==> src/design/sm_pkg.sv <==
// Shared types, constants and opcodes of the stack machine core.
package sm_pkg;

  localparam int unsigned MEM_WORDS  = 4096;
  localparam int unsigned WORD_BYTES = 8;
  localparam int unsigned MEM_BYTES  = MEM_WORDS * WORD_BYTES;
  localparam int unsigned ADDR_W     = $clog2(MEM_BYTES);
  localparam int unsigned IDX_W      = $clog2(MEM_WORDS);
  localparam int unsigned LANE_W     = $clog2(WORD_BYTES);
  localparam int unsigned DATA_W     = 64;
  localparam int unsigned DIV_CW     = $clog2(DATA_W) + 1;

  typedef enum logic [1:0] {
    ACT_WRITE = 2'd0,
    ACT_EXEC  = 2'd1,
    ACT_START = 2'd2,
    ACT_READ  = 2'd3
  } act_e;

  typedef enum logic [2:0] {
    ST_OK      = 3'd0,
    ST_EXIT    = 3'd1,
    ST_DIVZ    = 3'd2,
    ST_UNKNOWN = 3'd3,
    ST_SYSCALL = 3'd4,
    ST_BADACC  = 3'd5,
    ST_HALTED  = 3'd6
  } status_e;

  localparam logic [5:0] OP_LEA  = 6'd0;
  localparam logic [5:0] OP_IMM  = 6'd1;
  localparam logic [5:0] OP_JMP  = 6'd2;
  localparam logic [5:0] OP_JSR  = 6'd3;
  localparam logic [5:0] OP_BZ   = 6'd4;
  localparam logic [5:0] OP_BNZ  = 6'd5;
  localparam logic [5:0] OP_ENT  = 6'd6;
  localparam logic [5:0] OP_ADJ  = 6'd7;
  localparam logic [5:0] OP_LEV  = 6'd8;
  localparam logic [5:0] OP_LI   = 6'd9;
  localparam logic [5:0] OP_LC   = 6'd10;
  localparam logic [5:0] OP_SI   = 6'd11;
  localparam logic [5:0] OP_SC   = 6'd12;
  localparam logic [5:0] OP_PSH  = 6'd13;
  localparam logic [5:0] OP_OR   = 6'd14;
  localparam logic [5:0] OP_XOR  = 6'd15;
  localparam logic [5:0] OP_AND  = 6'd16;
  localparam logic [5:0] OP_EQ   = 6'd17;
  localparam logic [5:0] OP_NE   = 6'd18;
  localparam logic [5:0] OP_LT   = 6'd19;
  localparam logic [5:0] OP_GT   = 6'd20;
  localparam logic [5:0] OP_LE   = 6'd21;
  localparam logic [5:0] OP_GE   = 6'd22;
  localparam logic [5:0] OP_SHL  = 6'd23;
  localparam logic [5:0] OP_SHR  = 6'd24;
  localparam logic [5:0] OP_ADD  = 6'd25;
  localparam logic [5:0] OP_SUB  = 6'd26;
  localparam logic [5:0] OP_MUL  = 6'd27;
  localparam logic [5:0] OP_DIV  = 6'd28;
  localparam logic [5:0] OP_MOD  = 6'd29;
  localparam logic [5:0] OP_SYS0 = 6'd30;
  localparam logic [5:0] OP_SYS7 = 6'd37;
  localparam logic [5:0] OP_EXIT = 6'd38;

  typedef struct packed {
    act_e               action;
    logic [14:0]        address;
    logic signed [63:0] value;
  } in_t;

  typedef struct packed {
    status_e            status;
    logic [14:0]        program_counter;
    logic signed [63:0] accumulator;
    logic signed [63:0] read_data;
  } out_t;

  typedef struct packed {
    logic busy;
    logic done;
  } div_stat_t;

endpackage

==> src/design/sm_div.sv <==
// Iterative signed divider, one quotient bit per cycle, truncating toward zero.
module sm_div import sm_pkg::*; (
  input  logic              clk_i,
  input  logic              rst_ni,
  input  logic              start_i,
  input  logic [DATA_W-1:0] dividend_i,
  input  logic [DATA_W-1:0] divisor_i,
  output div_stat_t         stat_o,
  output logic [DATA_W-1:0] quot_o,
  output logic [DATA_W-1:0] rem_o
);

  logic [DATA_W-1:0] dvd_q, dvs_q, rem_q, rem_sh;
  logic [DIV_CW-1:0] cnt_q;
  logic              qneg_q, rneg_q, busy_q, done_q, fits;

  assign rem_sh = {rem_q[DATA_W-2:0], dvd_q[DATA_W-1]};
  assign fits   = (rem_sh >= dvs_q);

  always_ff @(posedge clk_i or negedge rst_ni) begin
    if (!rst_ni) begin
      dvd_q  <= '0;
      dvs_q  <= '0;
      rem_q  <= '0;
      cnt_q  <= '0;
      qneg_q <= 1'b0;
      rneg_q <= 1'b0;
      busy_q <= 1'b0;
      done_q <= 1'b0;
    end else begin
      done_q <= 1'b0;
      if (start_i) begin
        // work on magnitudes, fix signs at the end
        dvd_q  <= dividend_i[DATA_W-1] ? -dividend_i : dividend_i;
        dvs_q  <= divisor_i[DATA_W-1] ? -divisor_i : divisor_i;
        rem_q  <= '0;
        cnt_q  <= DIV_CW'(DATA_W);
        qneg_q <= dividend_i[DATA_W-1] ^ divisor_i[DATA_W-1];
        rneg_q <= dividend_i[DATA_W-1];
        busy_q <= 1'b1;
      end else if (busy_q) begin
        rem_q <= fits ? (rem_sh - dvs_q) : rem_sh;
        dvd_q <= {dvd_q[DATA_W-2:0], fits};
        cnt_q <= cnt_q - DIV_CW'(1);
        if (cnt_q == DIV_CW'(1)) begin
          busy_q <= 1'b0;
          done_q <= 1'b1;
        end
      end
    end
  end

  assign stat_o.busy = busy_q;
  assign stat_o.done = done_q;
  assign quot_o      = qneg_q ? -dvd_q : dvd_q;
  assign rem_o       = rneg_q ? -rem_q : rem_q;

endmodule

==> config.mk <==
export PLATFORM = sky130hd
export DESIGN_NAME = sm_div
export DESIGN_NICKNAME = d
export VERILOG_FILES = /design/src/design/sm_pkg.sv /design/src/design/sm_div.sv
export SDC_FILE = /design/constraint.sdc
export NUM_CORES = 1
export LEC_CHECK = 0
export ABC_CLOCK_PERIOD_IN_PS = 6000
export BUFFER_PORTS_ARGS = -buffer_cell sky130_fd_sc_hd__buf_2
export CAP_MARGIN = 20
export CORE_MARGIN = 5
export CORE_UTILIZATION = 40
export DETAILED_ROUTE_END_ITERATION = 7
export GPL_TIMING_DRIVEN = 0
export PLACE_DENSITY = 0.69
export SETUP_SLACK_MARGIN = 0.05
export SLEW_MARGIN = 10
export SYNTH_ARGS = -nofsm -noshare
export SYNTH_HDL_FRONTEND = slang
export SYNTH_SLANG_ARGS = --single-unit
==> constraint.sdc <==
create_clock -name clk_i -period 6 [get_ports clk_i]
set_input_delay 0.6 -clock clk_i [delete_from_list [all_inputs] [get_ports clk_i]]
set_output_delay 0.6 -clock clk_i [all_outputs]
set_load 0.02 [all_outputs]
==> results.sh, run 1 <==
export IMPL_fin_nets=2720
export IMPL_critical_path_required_ns=5.40
export IMPL_max_slew_margin=0.1981
export IMPL_crit_top_cell="or3_1"
export IMPL_final_antenna_net_count=0
export IMPL_io_pins=261
export IMPL_nFillCells=4499
export IMPL_dr_first_iter_drc_count=1391
export IMPL_finClkSkew_ns=0.04215
export IMPL_fmax_mhz=172.8
export IMPL_synth_warnings=0
export IMPL_avgRoutedWirePerCell_um=21.21
export IMPL_cts_root_buf="clkbuf_16"
export IMPL_syn_avg_cell_area_sq_um=7.987
export IMPL_post_cts_buffers=0
export IMPL_synth_async_reset_ratio=1.000
export IMPL_io_buffers=257
export IMPL_fin_crit_ns=5.786
export IMPL_hold_path_class="in2reg"
export IMPL_outcome="complete, no violations"
export IMPL_slew_violations=0
export IMPL_clk_path_buf_depth=3
export IMPL_syn_nets=2433
export IMPL_h_tree_depth=1
export IMPL_drv_cap=0
export IMPL_r2r_slack_ns=0.61
export IMPL_grt_max_degree=90
export IMPL_fin_crit_sh=0.9644
export IMPL_tightestPinTransition_ns=1.203
export IMPL_synth_edf_count=0
export IMPL_numCtsBuffers=25
export IMPL_design_area_sq_um=20800
export IMPL_dr_total_vias=18196
export IMPL_p_total_mw=9.388
export IMPL_synth_seq_area_share=0.2851
export IMPL_grt_pass1_vias=18115
export IMPL_dieArea_sq_um=48870
export IMPL_cts_sinks=203
export IMPL_postRouteWirelength_mm=66.44
export IMPL_peakVddDrop_mv=0.2513
export IMPL_route_detailed_drc=0
export IMPL_synth_seq_cells=203
export IMPL_final_layout_size_suffix_gt1_frac=0.1349
export IMPL_synth_top_flop_cell="dfrtp_1"
export IMPL_end_kind="output pin"
export IMPL_startpoint_type="register"
export IMPL_place_area_sq_um=19910
export IMPL_cp_arrival_ns=5.19
export IMPL_core_region_area_sq_um=44120
export IMPL_syn_area_sq_um=17820
export IMPL_die_x_um=221.1
export IMPL_grt_overflow_total=0
export IMPL_powerDensity_nw_per_um2=451.4
export IMPL_cts_tree="done"
export IMPL_critPathMaxFanout=9
export IMPL_tns_ns=0
export IMPL_crit_chain="or3_4 > or3_1 > or3_1 > or4_4 > or3_4 > or3_1 > buf_2 > or3_4 > or3_1 > buf_2 > o41ai_1 > xnor2_1 > buf_2"
export IMPL_cp_slowest_cell="dfrtp_1"
export IMPL_hold_violations=0
export IMPL_grt_first_pass_wirelength_mm=103.1
export IMPL_syn_to_final_growth_pct=16.71
export IMPL_row_count=77
export IMPL_drt_pass1_iter_count=7
export IMPL_track_usage=0.2584
export IMPL_place_hpwl_mm=52.19
export IMPL_path_class="reg2out"
export IMPL_synth_cell_types=66
export IMPL_leakagePower_nw=9.347
export IMPL_gp_congestion=0.9418
export IMPL_vias_per_cell=5.808
export IMPL_worst_skew_pair_late_latency_ns=0.57
export IMPL_rsz0062_at_grt="false"
export IMPL_synthCells=2231
export IMPL_start_util=0.4038
export IMPL_holdWs_ns=0.3641
export IMPL_clk_pin_slew_worst_paths_ns=0.07
export IMPL_die_h_um=221.1
export IMPL_max_stage_delay_ns=0.48
export IMPL_setup_viol=0
export IMPL_antenna_found_initial=13
==> flip-flops by register name, summed over array words and instances, names as in the netlist <==
signal	cells
rem_q	64
busy_q	1
qneg_q	1
dvs_q	64
done_q	1
rneg_q	1
cnt_q	7
dvd_q	64
==> path summary, 6_finish.rpt <==
check / startpoint / endpoint / cells after the start
setup / recovery: rem_q[3]$_DFFE_PN0P_ / rem_o[59] / 13
hold / removal: dividend_i[45] / dvd_q[45]$_DFFE_PN0P_ / 4
setup reg to reg: dvd_q[63]$_DFFE_PN0P_ / rem_q[48]$_DFFE_PN0P_ / 15
hold reg to reg: dvs_q[62]$_DFFE_PN0P_ / dvs_q[62]$_DFFE_PN0P_ / 1
max in group asynchronous: rst_ni / dvd_q[39]$_DFFE_PN0P_ / 4
min in group asynchronous: rst_ni / rem_q[46]$_DFFE_PN0P_ / 2
==> metal layers <==
layer  track usage  part of all wire
met1        0.3363              0.43
met2        0.4325              0.47
met3       0.05394             0.074
met4       0.08123             0.034
met5             0            0.0012
==> cells in the mapped netlist, types with 17 or more instances <==
master	count	area share
o21ai_0	201	0.056
a21o_1	32	0.013
or3_1	64	0.022
or4_1	34	0.014
mux2i_1	68	0.038
clkbuf_1	108	0.023
nand3_1	23	0.0065
nand4_1	22	0.0077
nand2_1	181	0.038
a21oi_1	185	0.052
nand2b_1	23	0.0081
inv_1	97	0.020
ha_1	70	0.049
buf_1	17	0.0036
o41ai_1	34	0.017
xnor2_1	203	0.10
a211oi_1	58	0.024
dfrtp_1	203	0.29
xor2_1	96	0.047
nor2b_1	17	0.0060
nor3_1	25	0.0070
nor2_1	196	0.041
nor4_1	21	0.0074
o31ai_1	80	0.034
==> critical path, delay by kind of cell, from the launching register on <==
family / cells / cell delay [ns]
and+or+nand+nor: 8 / 3.00
xor gates and xnor gates: 1 / 0.19
AOI/OAI and AO/OA: 1 / 0.35
buffers and inverters: 3 / 0.58
DFF: 1 / 0.48
==> layout by cell type (no fill, tap or decap), types with 8 or more instances in the layout <==
cell / count
a21oi_1: 185
o41ai_1: 34
and2_1: 12
or4_1: 34
a211oi_1: 58
buf_1: 17
or2_2: 16
nor4_1: 21
nand4_1: 22
clkbuf_16: 25
dfrtp_1: 203
a21boi_0: 8
clkbuf_1: 116
inv_1: 97
a32oi_1: 9
nand2b_1: 23
nand3_1: 23
nor2b_1: 17
or3_1: 64
xor2_1: 96
nor3_1: 25
o21bai_1: 15
buf_2: 258
mux2i_1: 68
nor2_1: 196
a21o_1: 32
ha_1: 70
o31ai_1: 79
o21ai_0: 201
mux2_2: 8
xnor2_1: 203
o21a_1: 10
nand2_1: 181
==> power breakdown <==
part	internal [mW]	switching (mW)	leakage (nW)
sequential	1.68	0.530	2.49
clock	0.982	0.628	0.415
combinational	2.10	3.48	6.44
total	4.75	4.64	9.35
==> area by class of cell <==
type                       instances  area [sq um]  area share
inverter                          98         367.9     0.01769
tap                              592         740.7     0.03562
timing repair buffer             260          1361     0.06546
multi-input combinational       1798         11860      0.5701
clock inverter                     5         106.4    0.005114
clock buffer                      40         752.0     0.03616
antenna                            5         12.51   0.0006016
sequential                       203          5080      0.2443
buffer                           132         520.5     0.02503
==> through the flow <==
step           instances  setup slack (ns)    util
4_1_cts             3128            0.1855  0.4709
6_report            3133            0.2137  0.4713
3_5_place_dp        3082            0.7681  0.4513
5_1_grt             3130           0.07506  0.4712
2_1_floorplan       2231             1.298       -
3_3_place_gp        3080            0.7374  0.4498
==> cells by family after synthesis <==
kind of cell    count (synthesis)  synth area share
fa+ha+maj                      71           0.05027
mux                            76           0.04325
buf+inv                       230           0.04985
compound gates                686            0.2403
simple gates                  666            0.1843
flops                         203            0.2851
xor+xnor                      299            0.1470
==> timing repair <==
item                       CTS  global route
gates resized for setup      0             1
setup endpoints to repair    0             1
hold buffers                 1             0
hold endpoints to repair    53             0
Power figures use the tool's default switching activity.
==> run 2, diff against run 1 <==
--- a/config.mk
+++ b/config.mk
@@ -5,6 +5,7 @@
 export SDC_FILE = /design/constraint.sdc
 export NUM_CORES = 1
 export LEC_CHECK = 0
+export ABC_AREA = 1
 export ABC_CLOCK_PERIOD_IN_PS = 6000
 export BUFFER_PORTS_ARGS = -buffer_cell sky130_fd_sc_hd__buf_2
 export CAP_MARGIN = 20
@@ -12,7 +13,7 @@
 export CORE_UTILIZATION = 40
 export DETAILED_ROUTE_END_ITERATION = 7
 export GPL_TIMING_DRIVEN = 0
-export PLACE_DENSITY = 0.69
+export PLACE_DENSITY = 0.68
 export SETUP_SLACK_MARGIN = 0.05
 export SLEW_MARGIN = 10
 export SYNTH_ARGS = -nofsm -noshare
==> results.sh, run 2 <==
export IMPL_hold_violations=0
export IMPL_track_usage=0.3169
export IMPL_gp_congestion=1.041
export IMPL_max_stage_delay_ns=0.41
export IMPL_crit_chain="inv_1 > ha_1 > nand2_1 > nor2_2 > nand4_1 > nand2_1 > o21ai_2 > a21oi_4 > nand2_1 > xor2_1 > buf_2"
export IMPL_path_class="reg2out"
export IMPL_postRouteWirelength_mm=105.1
export IMPL_fmax_mhz=246.3
export IMPL_slew_violations=0
export IMPL_avgRoutedWirePerCell_um=20.17
export IMPL_grt_overflow_total=0
export IMPL_grt_max_degree=97
export IMPL_synth_top_flop_cell="dfrtp_1"
export IMPL_stdcell_count=5211
export IMPL_synth_most_common_cell="nand2_1"
export IMPL_numCtsBuffers=23
export IMPL_crit_top_cell="nand2_1"
export IMPL_dr_total_vias=27505
export IMPL_yosys_area_top_type="nand2_1"
export IMPL_synth_top_family_by_area="simple AND/OR/NAND/NOR gates"
export IMPL_fin_nets=4635
export IMPL_synth_seq_cells=203
export IMPL_synth_async_reset_ratio=1.000
export IMPL_tightestPinTransition_ns=1.029
export IMPL_row_count=88
export IMPL_finClkSkew_ns=0.01681
export IMPL_syn_nets=4349
export IMPL_fin_crit_ns=4.061
export IMPL_start_util=0.4053
export IMPL_synth_cell_types=51
export IMPL_crit_buf_inv=2
export IMPL_clk_pin_slew_worst_paths_ns=0.06
export IMPL_cp_top_family="simple AND/OR/NAND/NOR gates"
export IMPL_max_slew_margin=0.3138
export IMPL_syn_to_final_growth_pct=13.05
export IMPL_rsz0062_at_grt="false"
export IMPL_io_buffers=257
export IMPL_die_h_um=252.3
export IMPL_hold_path_class="in2reg"
export IMPL_h_tree_depth=1
export IMPL_dp_cells=5171
export IMPL_dieArea_sq_um=63630
export IMPL_synth_fa_ha_area_frac=0.03816
export IMPL_dr_first_iter_drc_count=3003
export IMPL_peakVddDrop_mv=0.2453
export IMPL_final_cell_mix="1414 x nand2_1, 688 x inv_1, 448 x nor2_1, 314 x nand3_1, 262 x buf_2"
export IMPL_fin_crit_sh=0.6768
export IMPL_cp_arrival_ns=3.46
export IMPL_vias_per_cell=5.278
export IMPL_syn_avg_cell_area_sq_um=5.660
export IMPL_grt_first_pass_wirelength_mm=155.7
export IMPL_synth_edf_count=0
export IMPL_cp_slowest_cell="dfrtp_1"
export IMPL_outcome="complete, no violations"
export IMPL_reg_top3="dvd_q: 64 flops, dvs_q: 64 flops, rem_q: 64 flops"
export IMPL_io_pins=261
export IMPL_final_antenna_net_count=0
export IMPL_synthTopCellsByCount="1414 x nand2_1, 688 x inv_1, 448 x nor2_1"
export IMPL_end_kind="output pin"
export IMPL_cts_sinks=203
export IMPL_synth_warnings=0
export IMPL_yosys_top_cells_area="nand2_1 23%, dfrtp_1 22%, inv_1 11%"
export IMPL_layout_commonest_cell="nand2_1"
export IMPL_clk_path_buf_depth=3
export IMPL_core_region_area_sq_um=57920
export IMPL_synth_area_mux_share=0
export IMPL_drv_cap=0
export IMPL_cts_tree="done"
export IMPL_startpoint_type="register"
export IMPL_tns_ns=0
export IMPL_place_hpwl_mm=89.47
export IMPL_grt_pass1_vias=25363
export IMPL_synth_seq_area_share=0.2164
export IMPL_worst_skew_pair_late_latency_ns=0.55
export IMPL_die_x_um=252.3
export IMPL_synth_top_area_frac=0.2261
export IMPL_cts_root_buf="clkbuf_16"
export IMPL_critical_path_required_ns=5.40
export IMPL_diodes=0
export IMPL_powerDensity_nw_per_um2=181.8
export IMPL_synthCells=4147
export IMPL_antenna_found_initial=4
export IMPL_setup_viol=0
export IMPL_synthXorXnorAreaFrac=0.08395
export IMPL_critPathMaxFanout=8
export IMPL_synth_compound_area_share=0.08710
export IMPL_leakagePower_nw=14.81
export IMPL_drt_pass1_iter_count=8
export IMPL_final_layout_size_suffix_gt1_frac=0.09042
export IMPL_route_detailed_drc=0
export IMPL_syn_area_sq_um=23470
export IMPL_synth_simple_area_share=0.4376
[run 2: cell types whose count changed after synthesis, sizes merged, moves of 36 or more]
| cell | delta |
|---|---|
| nand4 | +90 |
| nand2 | +1248 |
| xor2 | +89 |
| o31ai | -72 |
| or4 | -36 |
| nor2 | +270 |
| a211oi | -58 |
| xnor2 | -163 |
| nand3 | +303 |
| or3 | -70 |
| mux2i | -68 |
| o21ai | +66 |
| a21oi | -109 |
| inv | +616 |
[run 2: layout make-up]
cell class	instances	area (sq um)
fill	6484	31380
buffer	113	516.7
inverter	718	2695
sequential	203	5080
clock buffer	26	586.8
tap	765	957.2
multi-input combinational	3113	15180
clock inverter	12	150.1
timing repair buffer	261	1369
[run 2: path summary, 6_finish.rpt]
| check | from | to | slack [ns] | cells past startpoint |
|---|---|---|---|---|
| hold / removal | divisor_i[10] | dvs_q[10]$_DFFE_PN0P_ | 0.34 | 3 |
| max in group asynchronous | rst_ni | rem_q[59]$_DFFE_PN0P_ | 4.71 | 3 |
| setup reg to reg | rem_q[50]$_DFFE_PN0P_ | rem_q[53]$_DFFE_PN0P_ | 2.74 | 14 |
| hold reg to reg | dvs_q[60]$_DFFE_PN0P_ | dvs_q[60]$_DFFE_PN0P_ | 0.49 | 2 |
| min in group asynchronous | rst_ni | dvd_q[23]$_DFFE_PN0P_ | 0.48 | 2 |
| setup / recovery | rem_q[0]$_DFFE_PN0P_ | rem_o[42] | 1.94 | 11 |
[run 2: logic make-up (layout without fill, tap and decap cells)]
family / after synthesis / in the layout
flops: 203 / 203
simple gates: 2438 / 2438
xor+xnor: 225 / 225
compound gates: 379 / 379
fa+ha+maj: 71 / 71
buf+inv: 831 / 1130
[run 2: per-stage QoR]
step           power (mW)  setup slack (ns)    util  cell area, sq um  hold slack [ns]
3_3_place_gp        3.360            0.7283  0.4440             25720           0.4625
3_5_place_dp        3.363             2.550  0.4452             25780           0.4703
2_1_floorplan       2.645             3.363       -             23470           0.3044
5_1_grt             5.041             1.832  0.4582             26540           0.3511
6_report            4.824             1.939  0.4582             26540           0.3418
4_1_cts             4.804             1.958  0.4581             26530           0.3233
[run 2: metal layers]
layer	vias up	track usage	part of all wire
met2	1270	0.4877	0.43
li1	13490	-	-
met5	-	0	0.00020
met4	4	0.08654	0.033
met1	12594	0.4720	0.46
met3	147	0.03437	0.085
[run 2: power by group]
group	switching [mW]	internal, mW
registers	0.101	1.49
logic	1.30	0.494
clock network	0.607	0.830
total	2.01	2.81
[run 2: what timing repair did]
| item | in CTS | in global routing |
|---|---|---|
| buffers inserted | 0 | 0 |
| hold buffers | 1 | 0 |
| endpoints found under the hold margin | 27 | 0 |
| gates resized for setup | 0 | 0 |
[run 2: worst min-delay path, stage by stage]
cell and delay (ns):
buf_2 0.12, nand2_1 0.07, a31oi_1 0.06
==> run 3, diff against run 2 <==
--- a/config.mk
+++ b/config.mk
@@ -6,14 +6,14 @@
 export NUM_CORES = 1
 export LEC_CHECK = 0
 export ABC_AREA = 1
-export ABC_CLOCK_PERIOD_IN_PS = 6000
+export ABC_CLOCK_PERIOD_IN_PS = 3600
 export BUFFER_PORTS_ARGS = -buffer_cell sky130_fd_sc_hd__buf_2
 export CAP_MARGIN = 20
 export CORE_MARGIN = 5
 export CORE_UTILIZATION = 40
 export DETAILED_ROUTE_END_ITERATION = 7
 export GPL_TIMING_DRIVEN = 0
-export PLACE_DENSITY = 0.68
+export PLACE_DENSITY = 0.7
 export SETUP_SLACK_MARGIN = 0.05
 export SLEW_MARGIN = 10
 export SYNTH_ARGS = -nofsm -noshare
==> constraint.sdc (replaced) <==
create_clock -name clk_i -period 3.6 [get_ports clk_i]
set_input_delay 0.36 -clock clk_i [delete_from_list [all_inputs] [get_ports clk_i]]
set_output_delay 0.36 -clock clk_i [all_outputs]
set_load 0.02 [all_outputs]
==> results.sh, run 3 (same netlist as run 2, synthesis figures left out) <==
export IMPL_outcome="complete, no violations"
export IMPL_grt_pass1_vias=25392
export IMPL_cp_arrival_ns=3.17
export IMPL_worst_skew_pair_late_latency_ns=0.56
export IMPL_fin_ws_ns=0.07491
export IMPL_place_hpwl_mm=88.97
export IMPL_drt_pass1_iter_count=6
export IMPL_startpoint_type="register"
export IMPL_powerDensity_nw_per_um2=303.9
export IMPL_fmax_mhz=283.7
export IMPL_clk_path_buf_depth=3
export IMPL_dr_first_iter_drc_count=2926
export IMPL_die_h_um=252.3
export IMPL_antenna_found_initial=1
export IMPL_core_region_area_sq_um=57920
export IMPL_grt_first_pass_wirelength_mm=154.5
export IMPL_dieArea_sq_um=63630
export IMPL_h_tree_depth=1
export IMPL_setup_viol=0
export IMPL_start_util=0.4053
export IMPL_cts_sinks=203
export IMPL_end_kind="output pin"
export IMPL_fin_crit_ns=3.525
export IMPL_io_pins=261
export IMPL_hold_path_class="in2reg"
export IMPL_fin_nets=4638
export IMPL_max_slew_margin=0.3280
export IMPL_layout_commonest_cell="nand2_1"
export IMPL_dr_total_vias=27536
export IMPL_gp_congestion=1.022
export IMPL_place_ws_ns=0.3785
export IMPL_tightestPinTransition_ns=1.008
export IMPL_rsz0062_at_grt="false"
export IMPL_holdWs_ns=0.1004
export IMPL_grt_overflow_total=0
export IMPL_final_util=0.4612
export IMPL_row_count=88
export IMPL_finClkSkew_ns=0.03495
export IMPL_drv_cap=0
export IMPL_routed_top_layer="met5"
export IMPL_leakagePower_nw=14.87
export IMPL_syn_to_final_growth_pct=13.78
export IMPL_slew_violations=0
export IMPL_met2_length_mm=43.43
export IMPL_die_x_um=252.3
export IMPL_cp_slowest_cell="dfrtp_1"
export IMPL_reg_top3="dvd_q: 64 flops, dvs_q: 64 flops, rem_q: 64 flops"
export IMPL_hold_violations=0
export IMPL_cp_top_family="simple AND/OR/NAND/NOR gates"
export IMPL_path_class="reg2out"
export IMPL_cts_root_buf="clkbuf_16"
export IMPL_io_buffers=257
export IMPL_peakVddDrop_mv=0.2704
export IMPL_fin_crit_sh=0.9792
export IMPL_numCtsBuffers=22
export IMPL_critPathMaxFanout=5
export IMPL_critical_path_required_ns=3.24
export IMPL_final_antenna_net_count=0
export IMPL_crit_buf_inv=1
export IMPL_stdcell_count=5218
export IMPL_track_usage=0.3139
export IMPL_route_detailed_drc=0
export IMPL_avgRoutedWirePerCell_um=20.05
export IMPL_clk_pin_slew_worst_paths_ns=0.07
export IMPL_final_layout_size_suffix_gt1_frac=0.09726
export IMPL_wl_met3_mm=9.944
export IMPL_max_stage_delay_ns=0.49
export IMPL_dp_cells=5171
export IMPL_grt_max_degree=104
export IMPL_final_cell_mix="1410 x nand2_1, 678 x inv_1, 444 x nor2_1, 314 x nand3_1, 261 x buf_2"
export IMPL_vias_per_cell=5.277
export IMPL_postRouteWirelength_mm=104.6
export IMPL_cts_tree="done"
export IMPL_wl_met1_mm=47.21
export IMPL_crit_chain="nor2_1 > nand3_1 > or2_2 > nor3_1 > nand3b_1 > nand2_1 > o21ai_0 > xor2_1 > buf_2"
## run 3: cell types whose count changed in the layout (fill, tap and decap cells not counted), moves of 4 or more
cell      before   now
clkbuf_8       0     6
nand2_1     1414  1410
inv_1        688   678
nor2_4         4     9
buf_4          4    10
inv_2         25    34
nor2_1       448   444
## run 3: power by group
group	leakage [nW]	total (mW)	switching, mW	internal (mW)
clock network	0.364	2.43	1.03	1.40
registers	2.52	2.65	0.168	2.48
logic	12.0	3.04	2.20	0.843
## run 3: through the flow
| step | area (sq um) | setup TNS [ns] | total power [mW] |
|---|---|---|---|
| global route | 26710 | 0 | 8.470 |
| CTS | 26600 | 0 | 8.042 |
| finish | 26710 | 0 | 8.115 |
| global placement | 25720 | -279.11 | 5.598 |
| floorplan | 23470 | 0 | 4.408 |
| detailed placement | 25780 | 0 | 5.603 |
## run 3: final cells by class
| cell class | instances | area (sq um) |
|---|---|---|
| Sequential cell | 203 | 5082 |
| Antenna cell | 1 | 2.502 |
| Buffer | 112 | 514.2 |
| Inverter | 718 | 2698 |
| Fill cell | 6397 | 31210 |
| Tap cell | 765 | 957.2 |
| Timing Repair Buffer | 266 | 1421 |
| Clock buffer | 33 | 651.9 |
| Multi-Input combinational cell | 3113 | 15280 |
| Clock inverter | 7 | 105.1 |
## run 3: worst min-delay path, cell delays in order
cell     delay, ns
buf_2         0.13
nand2_1       0.06
a31oi_1       0.07
## run 3: per-layer routing
layer  vias up  GRT usage
met5         -          0
met4         2     0.1070
met1     12566     0.4591
met3       188    0.05433
met2      1310     0.4678
li1      13470          -
## run 3: final timing paths
path	startpoint	end	slack [ns]	cells past startpoint
hold / removal	divisor_i[10]	dvs_q[10]$_DFFE_PN0P_	0.10	3
max in group asynchronous	rst_ni	rem_q[53]$_DFFE_PN0P_	2.25	4
hold reg to reg	dvs_q[53]$_DFFE_PN0P_	dvs_q[53]$_DFFE_PN0P_	0.48	2
min in group asynchronous	rst_ni	dvd_q[13]$_DFFE_PN0P_	0.15	2
setup / recovery	rem_q[29]$_DFFE_PN0P_	rem_o[49]	0.07	9
setup reg to reg	rem_q[50]$_DFFE_PN0P_	rem_q[52]$_DFFE_PN0P_	0.33	14
## run 3: what timing repair did
item / CTS / global route
gates resized for setup: 6 / 33
pin swaps: 1 / 7
hold endpoints to repair: 100 / 0
setup endpoints to repair: 18 / 36
buffers inserted: 2 / 4
hold buffers: 1 / 0
